## config.mk

```make
export PLATFORM = sky130hd
export DESIGN_NAME = traffic_rate_meter
export DESIGN_NICKNAME = d
export VERILOG_FILES = /design/src/design/trm_pkg.sv /design/src/design/trm_div.sv /design/src/design/traffic_rate_meter.sv
export SDC_FILE = /design/constraint.sdc
export NUM_CORES = 2
export LEC_CHECK = 0
export BUFFER_PORTS_ARGS = -buffer_cell sky130_fd_sc_hd__buf_2
export CAP_MARGIN = 10
export CORE_MARGIN = 5
export CORE_UTILIZATION = 40
export DETAILED_ROUTE_END_ITERATION = 8
export HOLD_SLACK_MARGIN = 0.03
export PLACE_DENSITY = 0.62
export SYNTH_ARGS = -nofsm -noshare
export SYNTH_HDL_FRONTEND = slang
export SYNTH_SLANG_ARGS = --single-unit
export TNS_END_PERCENT = 5
```

## constraint.sdc

```tcl
create_clock -name clk -period 20.3 [get_ports clk]
set_clock_uncertainty 0.15 [all_clocks]
set_input_delay 4.06 -clock clk [delete_from_list [all_inputs] [get_ports clk]]
set_output_delay 4.06 -clock clk [all_outputs]
set_load 0.005 [all_outputs]
```

## src/design/trm_pkg.sv

```systemverilog
// ----------------------------------------------------------------------------
// trm_pkg
// Shared types and constants of the traffic rate meter: opcodes, controller
// states, field widths and the packed result layout.
// ----------------------------------------------------------------------------
package trm_pkg;

    localparam int OP_W    = 3;
    localparam int CH_W    = 2;
    localparam int BYTES_W = 32;
    localparam int TOTAL_W = 64;
    localparam int RATE_W  = 32;
    localparam int CONN_W  = 16;

    // opcode + channel + byte count, padded to whole bytes
    localparam int IN_W  = 40;
    localparam int OUT_W = TOTAL_W + RATE_W + RATE_W + CONN_W;

    localparam logic [CONN_W-1:0] CONN_MAX = '1;

    typedef enum logic [OP_W-1:0] {
        OP_ADD   = 3'd0,
        OP_TICK  = 3'd1,
        OP_OPEN  = 3'd2,
        OP_CLOSE = 3'd3,
        OP_QUERY = 3'd4
    } op_t;

    typedef enum logic [2:0] {
        ST_IDLE,
        ST_READ,
        ST_EXEC,
        ST_TICK_RD,
        ST_TICK_CALC,
        ST_TICK_DIV
    } state_t;

    // first member lands in the highest bits, so total_bytes is lowest
    typedef struct packed {
        logic [CONN_W-1:0]  connections;
        logic [RATE_W-1:0]  average_speed;
        logic [RATE_W-1:0]  last_rate;
        logic [TOTAL_W-1:0] total_bytes;
    } result_t;

endpackage

```

## src/design/trm_div.sv

```systemverilog
// ----------------------------------------------------------------------------
// trm_div
// Restoring divider, one quotient bit per cycle. Result is valid in the
// cycle that done is high and holds until the next start.
// ----------------------------------------------------------------------------
module trm_div #(
    parameter int NUM_W = 35,
    parameter int DEN_W = 3
) (
    input  logic             clk,
    input  logic             rst_n,
    input  logic             start,
    input  logic [NUM_W-1:0] num,
    input  logic [DEN_W-1:0] den,
    output logic [NUM_W-1:0] quo,
    output logic             done
);

    localparam int CNT_W = $clog2(NUM_W + 1);

    logic [CNT_W-1:0] cnt_reg;
    logic [CNT_W-1:0] cnt_next;
    logic             done_reg;
    logic             done_next;
    logic [NUM_W-1:0] quo_reg;
    logic [NUM_W-1:0] quo_next;
    logic [DEN_W-1:0] rem_reg;
    logic [DEN_W-1:0] rem_next;
    logic [DEN_W-1:0] den_reg;
    logic [DEN_W:0]   trial;
    logic [DEN_W:0]   diff;

    assign trial = {rem_reg, quo_reg[NUM_W-1]};
    assign diff  = trial - {1'b0, den_reg};

    always_comb
    begin
        cnt_next  = cnt_reg;
        quo_next  = quo_reg;
        rem_next  = rem_reg;
        done_next = 1'b0;
        if (start)
        begin
            cnt_next = CNT_W'(NUM_W);
            quo_next = num;
            rem_next = '0;
        end
        else if (cnt_reg != '0)
        begin
            cnt_next  = cnt_reg - 1'b1;
            done_next = (cnt_reg == CNT_W'(1));
            if (trial >= {1'b0, den_reg})
            begin
                rem_next = diff[DEN_W-1:0];
                quo_next = {quo_reg[NUM_W-2:0], 1'b1};
            end
            else
            begin
                rem_next = trial[DEN_W-1:0];
                quo_next = {quo_reg[NUM_W-2:0], 1'b0};
            end
        end
    end

    always_ff @(posedge clk or negedge rst_n)
    begin
        if (!rst_n)
        begin
            cnt_reg  <= '0;
            done_reg <= 1'b0;
        end
        else
        begin
            cnt_reg  <= cnt_next;
            done_reg <= done_next;
        end
    end

    always_ff @(posedge clk)
    begin
        quo_reg <= quo_next;
        rem_reg <= rem_next;
        if (start)
        begin
            den_reg <= den;
        end
    end

    assign quo  = quo_reg;
    assign done = done_reg;

endmodule

```

## src/design/traffic_rate_meter.sv

```systemverilog
// ----------------------------------------------------------------------------
// traffic_rate_meter
// Add, open, close and query pass from ST_IDLE through ST_READ and ST_EXEC,
// and m_tvalid is registered as ST_EXEC finishes; a new item is taken only
// back in ST_IDLE, and a result still held on the output stalls ST_EXEC.
// A tick walks all channels through the state memory and the divider
// (ST_TICK_RD, ST_TICK_CALC, ST_TICK_DIV per channel), then reports like a query.
// Reset clears the controller, connection count, history fill and slot and
// the per-channel valid bits; the memories themselves are not cleared.
// ----------------------------------------------------------------------------
module traffic_rate_meter #(
    parameter int WINDOW   = 5,
    parameter int CHANNELS = 4
) (
    input  logic                      clk,
    input  logic                      rst_n,
    input  logic                      s_tvalid,
    output logic                      s_tready,
    // opcode[2:0], channel[4:3], byte_count[36:5], zero pad[39:37]
    input  logic [trm_pkg::IN_W-1:0]  s_tdata,
    output logic                      m_tvalid,
    input  logic                      m_tready,
    // total_bytes[63:0], last_rate[95:64], average_speed[127:96],
    // connections[143:128]
    output logic [trm_pkg::OUT_W-1:0] m_tdata
);

    localparam int CW   = (CHANNELS > 1) ? $clog2(CHANNELS) : 1;
    localparam int SW   = (WINDOW > 1) ? $clog2(WINDOW) : 1;
    localparam int FW   = $clog2(WINDOW + 1);
    localparam int WT_W = trm_pkg::RATE_W + FW;
    localparam int XW   = (CW > trm_pkg::CH_W) ? CW : trm_pkg::CH_W;

    typedef struct packed {
        logic [trm_pkg::TOTAL_W-1:0] total;
        logic [trm_pkg::BYTES_W-1:0] count;
        logic [trm_pkg::RATE_W-1:0]  rate;
        logic [WT_W-1:0]             wsum;
        logic [trm_pkg::RATE_W-1:0]  speed;
    } chan_ent_t;

    // per-channel state and rate history
    chan_ent_t                  chan_mem [0:(1<<CW)-1];
    logic [trm_pkg::RATE_W-1:0] hist_mem [0:(1<<(CW+SW))-1];

    trm_pkg::state_t             state_reg;
    trm_pkg::state_t             state_next;
    logic [trm_pkg::OP_W-1:0]    op_reg;
    logic [trm_pkg::CH_W-1:0]    ch_reg;
    logic [trm_pkg::BYTES_W-1:0] bytes_reg;
    logic [CW-1:0]               c_reg;
    logic [CW-1:0]               c_next;
    logic [FW-1:0]               fill_reg;
    logic [FW-1:0]               fill_next;
    logic [SW-1:0]               slot_reg;
    logic [SW-1:0]               slot_next;
    logic [trm_pkg::CONN_W-1:0]  open_reg;
    logic [trm_pkg::CONN_W-1:0]  open_next;
    logic [(1<<CW)-1:0]          vld_reg;
    logic                        vld_rd_reg;
    chan_ent_t                   cm_rd_reg;
    logic [trm_pkg::RATE_W-1:0]  hm_rd_reg;
    chan_ent_t                   tick_ent_reg;
    chan_ent_t                   tick_ent_next;
    logic                        m_valid_reg;
    logic                        m_valid_next;
    trm_pkg::result_t            res_reg;
    trm_pkg::result_t            res_next;

    logic [XW-1:0]               ch_ext;
    logic [CW-1:0]               ch_idx;
    logic                        ch_ok;
    logic                        tick_phase;
    logic [CW-1:0]               cm_raddr;
    logic [CW-1:0]               cm_waddr;
    logic                        cm_we;
    chan_ent_t                   cm_wdata;
    logic [CW+SW-1:0]            hm_addr;
    logic                        hm_we;
    chan_ent_t                   ent_rd;
    chan_ent_t                   ent_new;
    logic                        full;
    logic [FW-1:0]               held;
    logic [WT_W-1:0]             wsum_new;
    logic                        out_free;
    logic                        accept;
    logic                        div_start;
    logic [WT_W-1:0]             div_quo;
    logic                        div_done;

    assign accept     = s_tvalid && s_tready;
    assign ch_ext     = XW'(ch_reg);
    assign ch_idx     = ch_ext[CW-1:0];
    assign ch_ok      = (32'(ch_reg) < CHANNELS);
    assign tick_phase = (state_reg == trm_pkg::ST_TICK_RD)
                     || (state_reg == trm_pkg::ST_TICK_CALC)
                     || (state_reg == trm_pkg::ST_TICK_DIV);
    assign cm_raddr   = tick_phase ? c_reg : ch_idx;
    assign cm_waddr   = tick_phase ? c_reg : ch_idx;
    assign hm_addr    = {c_reg, slot_reg};
    // an entry never written reads as all zero
    assign ent_rd     = vld_rd_reg ? cm_rd_reg : '0;
    assign full       = (fill_reg == FW'(WINDOW));
    assign held       = full ? FW'(WINDOW) : fill_reg + 1'b1;
    assign wsum_new   = ent_rd.wsum - (full ? WT_W'(hm_rd_reg) : '0) + WT_W'(ent_rd.count);
    assign out_free   = !m_valid_reg || m_tready;
    assign s_tready   = (state_reg == trm_pkg::ST_IDLE);

    trm_div #(
        .NUM_W (WT_W),
        .DEN_W (FW)
    ) u_div (
        .clk   (clk),
        .rst_n (rst_n),
        .start (div_start),
        .num   (wsum_new),
        .den   (held),
        .quo   (div_quo),
        .done  (div_done)
    );

    always_comb
    begin
        state_next    = state_reg;
        c_next        = c_reg;
        fill_next     = fill_reg;
        slot_next     = slot_reg;
        open_next     = open_reg;
        tick_ent_next = tick_ent_reg;
        m_valid_next  = m_valid_reg && !m_tready;
        res_next      = res_reg;
        cm_we         = 1'b0;
        cm_wdata      = ent_rd;
        hm_we         = 1'b0;
        div_start     = 1'b0;
        ent_new       = ent_rd;

        unique case (op_reg)
            trm_pkg::OP_ADD:
            begin
                ent_new.total = ent_rd.total + trm_pkg::TOTAL_W'(bytes_reg);
                ent_new.count = ent_rd.count + bytes_reg;
            end
            trm_pkg::OP_OPEN:
            begin
                if (open_reg != trm_pkg::CONN_MAX)
                begin
                    open_next = open_reg + 1'b1;
                end
            end
            trm_pkg::OP_CLOSE:
            begin
                if (open_reg != '0)
                begin
                    open_next = open_reg - 1'b1;
                end
            end
            trm_pkg::OP_TICK, trm_pkg::OP_QUERY:
            begin
            end
            default:
            begin
            end
        endcase

        unique case (state_reg)
            trm_pkg::ST_IDLE:
            begin
                open_next = open_reg;
                if (accept)
                begin
                    if (s_tdata[trm_pkg::OP_W-1:0] == trm_pkg::OP_TICK)
                    begin
                        c_next     = '0;
                        state_next = trm_pkg::ST_TICK_RD;
                    end
                    else
                    begin
                        state_next = trm_pkg::ST_READ;
                    end
                end
            end
            trm_pkg::ST_READ:
            begin
                open_next  = open_reg;
                state_next = trm_pkg::ST_EXEC;
            end
            trm_pkg::ST_EXEC:
            begin
                if (out_free)
                begin
                    cm_we        = ch_ok && (op_reg == trm_pkg::OP_ADD);
                    cm_wdata     = ent_new;
                    m_valid_next = 1'b1;
                    res_next.total_bytes   = ch_ok ? ent_new.total : '0;
                    res_next.last_rate     = ch_ok ? ent_new.rate : '0;
                    res_next.average_speed = ch_ok ? ent_new.speed : '0;
                    res_next.connections   = open_next;
                    state_next   = trm_pkg::ST_IDLE;
                end
                else
                begin
                    open_next = open_reg;
                end
            end
            trm_pkg::ST_TICK_RD:
            begin
                open_next  = open_reg;
                state_next = trm_pkg::ST_TICK_CALC;
            end
            trm_pkg::ST_TICK_CALC:
            begin
                open_next           = open_reg;
                tick_ent_next       = ent_rd;
                tick_ent_next.count = '0;
                tick_ent_next.rate  = ent_rd.count;
                tick_ent_next.wsum  = wsum_new;
                hm_we               = 1'b1;
                div_start           = 1'b1;
                state_next          = trm_pkg::ST_TICK_DIV;
            end
            trm_pkg::ST_TICK_DIV:
            begin
                open_next = open_reg;
                if (div_done)
                begin
                    cm_we          = 1'b1;
                    cm_wdata       = tick_ent_reg;
                    cm_wdata.speed = div_quo[trm_pkg::RATE_W-1:0];
                    if (c_reg == CW'(CHANNELS - 1))
                    begin
                        fill_next  = held;
                        slot_next  = (slot_reg == SW'(WINDOW - 1)) ? '0 : slot_reg + 1'b1;
                        // report the selected channel like a query
                        state_next = trm_pkg::ST_READ;
                    end
                    else
                    begin
                        c_next     = c_reg + 1'b1;
                        state_next = trm_pkg::ST_TICK_RD;
                    end
                end
            end
            default:
            begin
                open_next  = open_reg;
                state_next = trm_pkg::ST_IDLE;
            end
        endcase
    end

    always_ff @(posedge clk or negedge rst_n)
    begin
        if (!rst_n)
        begin
            state_reg   <= trm_pkg::ST_IDLE;
            c_reg       <= '0;
            fill_reg    <= '0;
            slot_reg    <= '0;
            open_reg    <= '0;
            vld_reg     <= '0;
            vld_rd_reg  <= 1'b0;
            m_valid_reg <= 1'b0;
        end
        else
        begin
            state_reg   <= state_next;
            c_reg       <= c_next;
            fill_reg    <= fill_next;
            slot_reg    <= slot_next;
            open_reg    <= open_next;
            vld_rd_reg  <= vld_reg[cm_raddr];
            m_valid_reg <= m_valid_next;
            if (cm_we)
            begin
                vld_reg[cm_waddr] <= 1'b1;
            end
        end
    end

    always_ff @(posedge clk)
    begin
        if (accept)
        begin
            op_reg    <= s_tdata[trm_pkg::OP_W-1:0];
            ch_reg    <= s_tdata[trm_pkg::OP_W +: trm_pkg::CH_W];
            bytes_reg <= s_tdata[trm_pkg::OP_W + trm_pkg::CH_W +: trm_pkg::BYTES_W];
        end
        tick_ent_reg <= tick_ent_next;
        res_reg      <= res_next;
    end

    always_ff @(posedge clk)
    begin
        if (cm_we)
        begin
            chan_mem[cm_waddr] <= cm_wdata;
        end
        cm_rd_reg <= chan_mem[cm_raddr];
    end

    always_ff @(posedge clk)
    begin
        if (hm_we)
        begin
            hist_mem[hm_addr] <= ent_rd.count;
        end
        hm_rd_reg <= hist_mem[hm_addr];
    end

    assign m_tvalid = m_valid_reg;
    assign m_tdata  = res_reg;

endmodule

```

# Word level (Yosys, flattened, before mapping)

Memory sizes are Yosys's and may differ from the RTL's. A register that Yosys moved wholly into a read port is not among the register bits.
Cells that the tools add are included.

Mux-type cells: 45
Magnitude comparators: 3
$add $sub $neg: 11
Bitwise gates (word level): 1
Eq/ne operators: 18
Reduce and logical (&&, ||, !) cells: 18

Operators with widths:

| kind                    | count |
|---|---|
| $mux W195               | 3 |
| $pmux W195 S2           | 1 |
| $mux W96                | 1 |
| $mux W35                | 2 |
| $add A64 B32 Y64        | 1 |
| $add A35 B32 Y35        | 1 |
| $sub A35 B32 Y35        | 1 |
| $add A32 B32 Y32        | 1 |
| $mux W16                | 2 |
| $mux W32                | 1 |
| $pmux W16 S2            | 1 |
| $mux W3                 | 6 |
| $pmux W3 S6             | 1 |
| $add A16 B1 Y16 const B | 1 |
| $ne A16 B16 Y1 const B  | 1 |
| $reduce_bool A16 Y1     | 1 |
| $sub A16 B1 Y16 const B | 1 |
| $mux W1                 | 14 |
| $mux W2                 | 7 |
| $eq A3 B2 Y1 const B    | 4 |
| $eq A3 B3 Y1 const B    | 4 |
| $mux W6                 | 2 |
| $add A3 B1 Y3 const B   | 2 |
| $eq A3 B1 Y1 const B    | 2 |
| 24 further kinds        | 35 |

Bits of input ports: 44
Memory bits (writable): 1804
Bits in registers: 393
Memories: 2

Memory list:

| memory   | words | bits a word | read ports | clocked after memory_dff | write ports | line                     | RTL |
|---|---|---|---|---|---|---|---|
| hist_mem | 32    | 32          | 1          | 1                        | 1           | traffic_rate_meter.sv:44 | `logic [trm_pkg::RATE_W-1:0] hist_mem [0:(1<<(CW+SW))-1];` |
| chan_mem | 4     | 195         | 1          | 1                        | 1           | traffic_rate_meter.sv:43 | `chan_ent_t chan_mem [0:(1<<CW)-1];` |

# Longest topological paths before layout

Word-level depth: 9
Gate-level depth with buffers: 24
Mapped depth without buffers: 17

# By module

A second synthesis with hierarchy kept.

Cell total of the unflattened synthesis: 6546
Area total of the unflattened synthesis: 98951.2 µm²

By module, submodules not included:

| module             | area each (µm²) | cells each | times used |
|---|---|---|---|
| traffic_rate_meter | 96751.5         | 6402       | 1 |
| trm_div            | 2199.6          | 144        | 1 |

# Worst setup path before layout

Ideal clock, no wire load.

Path kind: input-to-reg
Start: input port m_tready
End: register vld_reg[0]
Arrival time: 19.249 ns
Stages: 6
Path buffers: 0
Required time: 20.000 ns
Slack: 0.751 ns
Cell sequence: nand2b_1 nand3_1 nor2_1 nor2_1 nor3_1 or2_2

Cells in the longest elaborated chain, start to end: 3

Ends and longest elaborated chain:

| element                       | line                      | RTL |
|---|---|---|
| start, declared               | traffic_rate_meter.sv:22  | `input logic m_tready,` |
| $logic_or A1 B1 Y1            | traffic_rate_meter.sv:106 | `assign out_free = !m_valid_reg \|\| m_tready;` |
| $mux W1                       | traffic_rate_meter.sv:190 | `if (out_free)` |
| $pmux W1 S2                   | traffic_rate_meter.sv:166 | `unique case (state_reg)` |
| end signal, assigned          | traffic_rate_meter.sv:261 | `vld_reg <= '0;` |
| end signal, assigned by index | traffic_rate_meter.sv:276 | `vld_reg[cm_waddr] <= 1'b1;` |
| end, declared                 | traffic_rate_meter.sv:59  | `logic [(1<<CW)-1:0] vld_reg;` |

Every way passes these cells.
A chain may end at the register's enable or synchronous reset.

# Final worst setup path

Start: input port m_tready
End: memory chan_mem[3][185] in the netlist's numbering (enable)

Cells in the longest elaborated chain, start to end: 5

Ends and longest elaborated chain:

| element                       | line                      | RTL |
|---|---|---|
| $logic_or A1 B1 Y1            | traffic_rate_meter.sv:106 |  |
| $mux W1                       | traffic_rate_meter.sv:190 |  |
| $pmux W1 S2                   | traffic_rate_meter.sv:166 |  |
| $mux W1                       | traffic_rate_meter.sv:295 | `if (cm_we)` |
| $mux W1 (implied by the code) | traffic_rate_meter.sv:297 | `chan_mem[cm_waddr] <= cm_wdata;` |
| end, declared                 | traffic_rate_meter.sv:43  |  |

Every way passes these cells.

==> results.toml <==
[status]
outcome = "completed"

[setup_path]
cp-start-kind = "input pin"
cp-end-kind = "register"
crit_required_ns = 20.65
critPathKind = "input pin to register"
crit_fanout = 52
cp.arrival_ns = 7.80

[drt]
vias = 57100
totalWireLength_um = 254000
drcViolationCount = 0
ant_nets = 0
drt-initial-drc-count = 6118
first_pass_iters = 7
wl_per_cell_um = 25.0
viasPerCell = 5.62

[floorplanning]
core-area_um2 = 245000
rows = 182
dieArea_um2 = 256000
die_y_um = 506
dieWidth_um = 506
boundaryPins = 190
start_util_pct = 40.1

[synthesis]
synthesis.area_um2 = 98400
ys_seq_elements = 2424
synthesis.nets = 6709
syn_avg_cell_area_um2 = 15.1
yosys_warnings = 0
syn_inst = 6531
synth_edf_count = 2154
async_reset_ff_share_pct = 1.65
synth_ff_type = "edfxtp_1"
synth_cell_type_count = 87
yosysSeqAreaShare_pct = 71.4

[clock_tree]
path_clk_slew_ns = 0.06
cts_tree = "done"
postCtsSetupBuffers = 0
cts-root-buf = "clkbuf_16"
ctsHoldBuffers = 0
cts-resized-gates = 0
cts_sinks = 2424
clock_latency_ns = 0.89
cts_buffers = 233
cts_max_level = 4
cts_buffer_depth = 3

[placed_design]
place.gp.congestion = 0.861
dpl_worst_slack_ns = 11.96
dp_hpwl_um = 144000
dpl-instance-area_um2 = 103000
portBuffers = 186

[timing]
grt_setup_unrepaired = "false"
setup_ws_ns = 12.85
finalCriticalPeriod_ns = 7.45
slew_violations = 0
fmax_ghz = 0.134
tightestPinTransition_ns = 1.14
slew_headroom_pct = 24.1
tns_ns = 0
hold_slack_ns = 0.324
setup_violations = 0
hold_violations = 0
min_period_over_period_pct = 36.7

[grt]
grt_max_degree = 159
grt_first_pass_wirelength_um = 374000
grt_remaining_overflow = 0
track_usage_pct = 19.4
grt_pass1_vias = 55800
antenna_found_initial = 10

[power]
p_leak_nw = 39.3
power_density_nw_per_um2 = 139
peakVddDrop_uv = 118

[layout]
final_common_cell = "edfxtp_1"
nets = 6897
final_cell_mix = "edfxtp_1 (2154), nand2_1 (1246), mux4_2 (320)"
fin_area_um2 = 111000
drive_gt1_share_pct = 16.9
largest_reg_flops = 1024
syn_to_final_growth_pct = 13.2

[flow_run]
drv_cap = 0

[hold_path]
hold_class = "register to register"
-- worst paths after layout --
kind                       slack (ns)  cells after the start                to       start
max in group asynchronous       16.14                      2       slot_reg[0]       rst_n
hold reg to reg                  0.32                      1        vld_reg[3]  vld_reg[3]
setup reg to reg                13.43                     15     u_div.quo[30]  vld_rd_reg
hold / removal                   0.32                      1        vld_reg[3]  vld_reg[3]
min in group asynchronous        3.22                      2      open_reg[10]       rst_n
setup / recovery                12.85                     10  chan_mem[3][185]    m_tready
-- power breakdown --
| group | switching, W | internal [W] |
|---|---|---|
| logic | 0.00281 | 0.00134 |
| registers | 0.000328 | 0.00649 |
| clock network | 0.00192 | 0.00256 |
| total | 0.00506 | 0.0104 |
-- cell usage after synthesis, types with 8 or more instances --
master       n  share of area, %
nor2b_1     15             0.095
and4_1       8             0.071
clkbuf_1   306               1.2
nand4_1     19              0.12
inv_1      176              0.67
buf_2       10             0.051
nand2b_1    29              0.18
nor2_1     165              0.63
fa_1        34              0.69
o221ai_1     8             0.071
dfrtp_1     40               1.0
or3_1       10             0.064
o21bai_1     9             0.069
a211oi_1    11             0.084
and3_1     260               1.7
a32oi_1     10             0.089
xor2_1      50              0.44
o22ai_1     26              0.17
nor3b_1      8             0.061
o31ai_1     15              0.11
a21o_1      58              0.44
a31oi_1    220               1.4
o21ai_1      9             0.046
mux2i_1      8             0.081
dfxtp_1    230               4.7
a21oi_1    128              0.65
buf_1       48              0.18
nand2_1   1248               4.8
o21a_1      17              0.13
a221o_1     31              0.32
a22oi_1     14              0.11
mux4_2     320               7.3
and2_1     133              0.85
nand3_1     63              0.32
xnor2_1    118               1.0
edfxtp_1  2154                66
mux2_2      91               1.0
o21ai_0    176              0.89
o211ai_1    14              0.11
nor3_1      32              0.16
ha_1       100               1.3
-- logic make-up (layout without fill, tap and decap cells) --
kind of cell               count (synthesis)  in the layout  synth area share, %
and+or+nand+nor                         2024           2024                 9.24
DFF                                     2424           2424                 71.4
buffers and inverters                    545            939                 2.10
AOI/OAI and AO/OA                        814            814                 5.31
adders and majority gates                137            137                 1.99
xor gates and xnor gates                 168            168                 1.49
other                                      0              5                    0
muxes                                    419            419                 8.44
-- critical path: stages --
cell and delay [ns]:
buf_2 0.07, nand2b_1 0.39, nand3_2 0.14, nor2_2 0.14
nor2_1 0.05, buf_4 0.28, nor3_2 0.25, buf_4 0.64
buf_4 0.84, buf_4 0.80
-- stage by stage --
step	std cells	utilization (%)	total power (W)
floorplan	6531	-	0.00948
global placement	9699	42.0	0.0109
detailed placement	9699	42.0	0.0110
CTS	10100	45.3	0.0155
global route	10100	45.4	0.0162
finish	10200	45.4	0.0155
-- per-layer routing --
metal,vias up,wire length (µm),global-route usage [%],share of wire (%)
li1,24900,-,-,-
met1,29500,108000,27.6,43
met2,2231,119000,31.0,47
met3,395,19200,3.17,7.6
met4,0,7600,5.71,3.0
met5,-,0,0,0
-- layout make-up --
cell class | count | area (µm²)
fill | 21100 | 134000
sequential | 2424 | 70300
multi-input combinational | 3562 | 26200
clock buffer | 321 | 6490
tap | 3220 | 4030
timing repair buffer | 319 | 2080
clock inverter | 120 | 1560
inverter | 179 | 687
antenna | 5 | 12.5
Power figures use the tool's default switching activity.
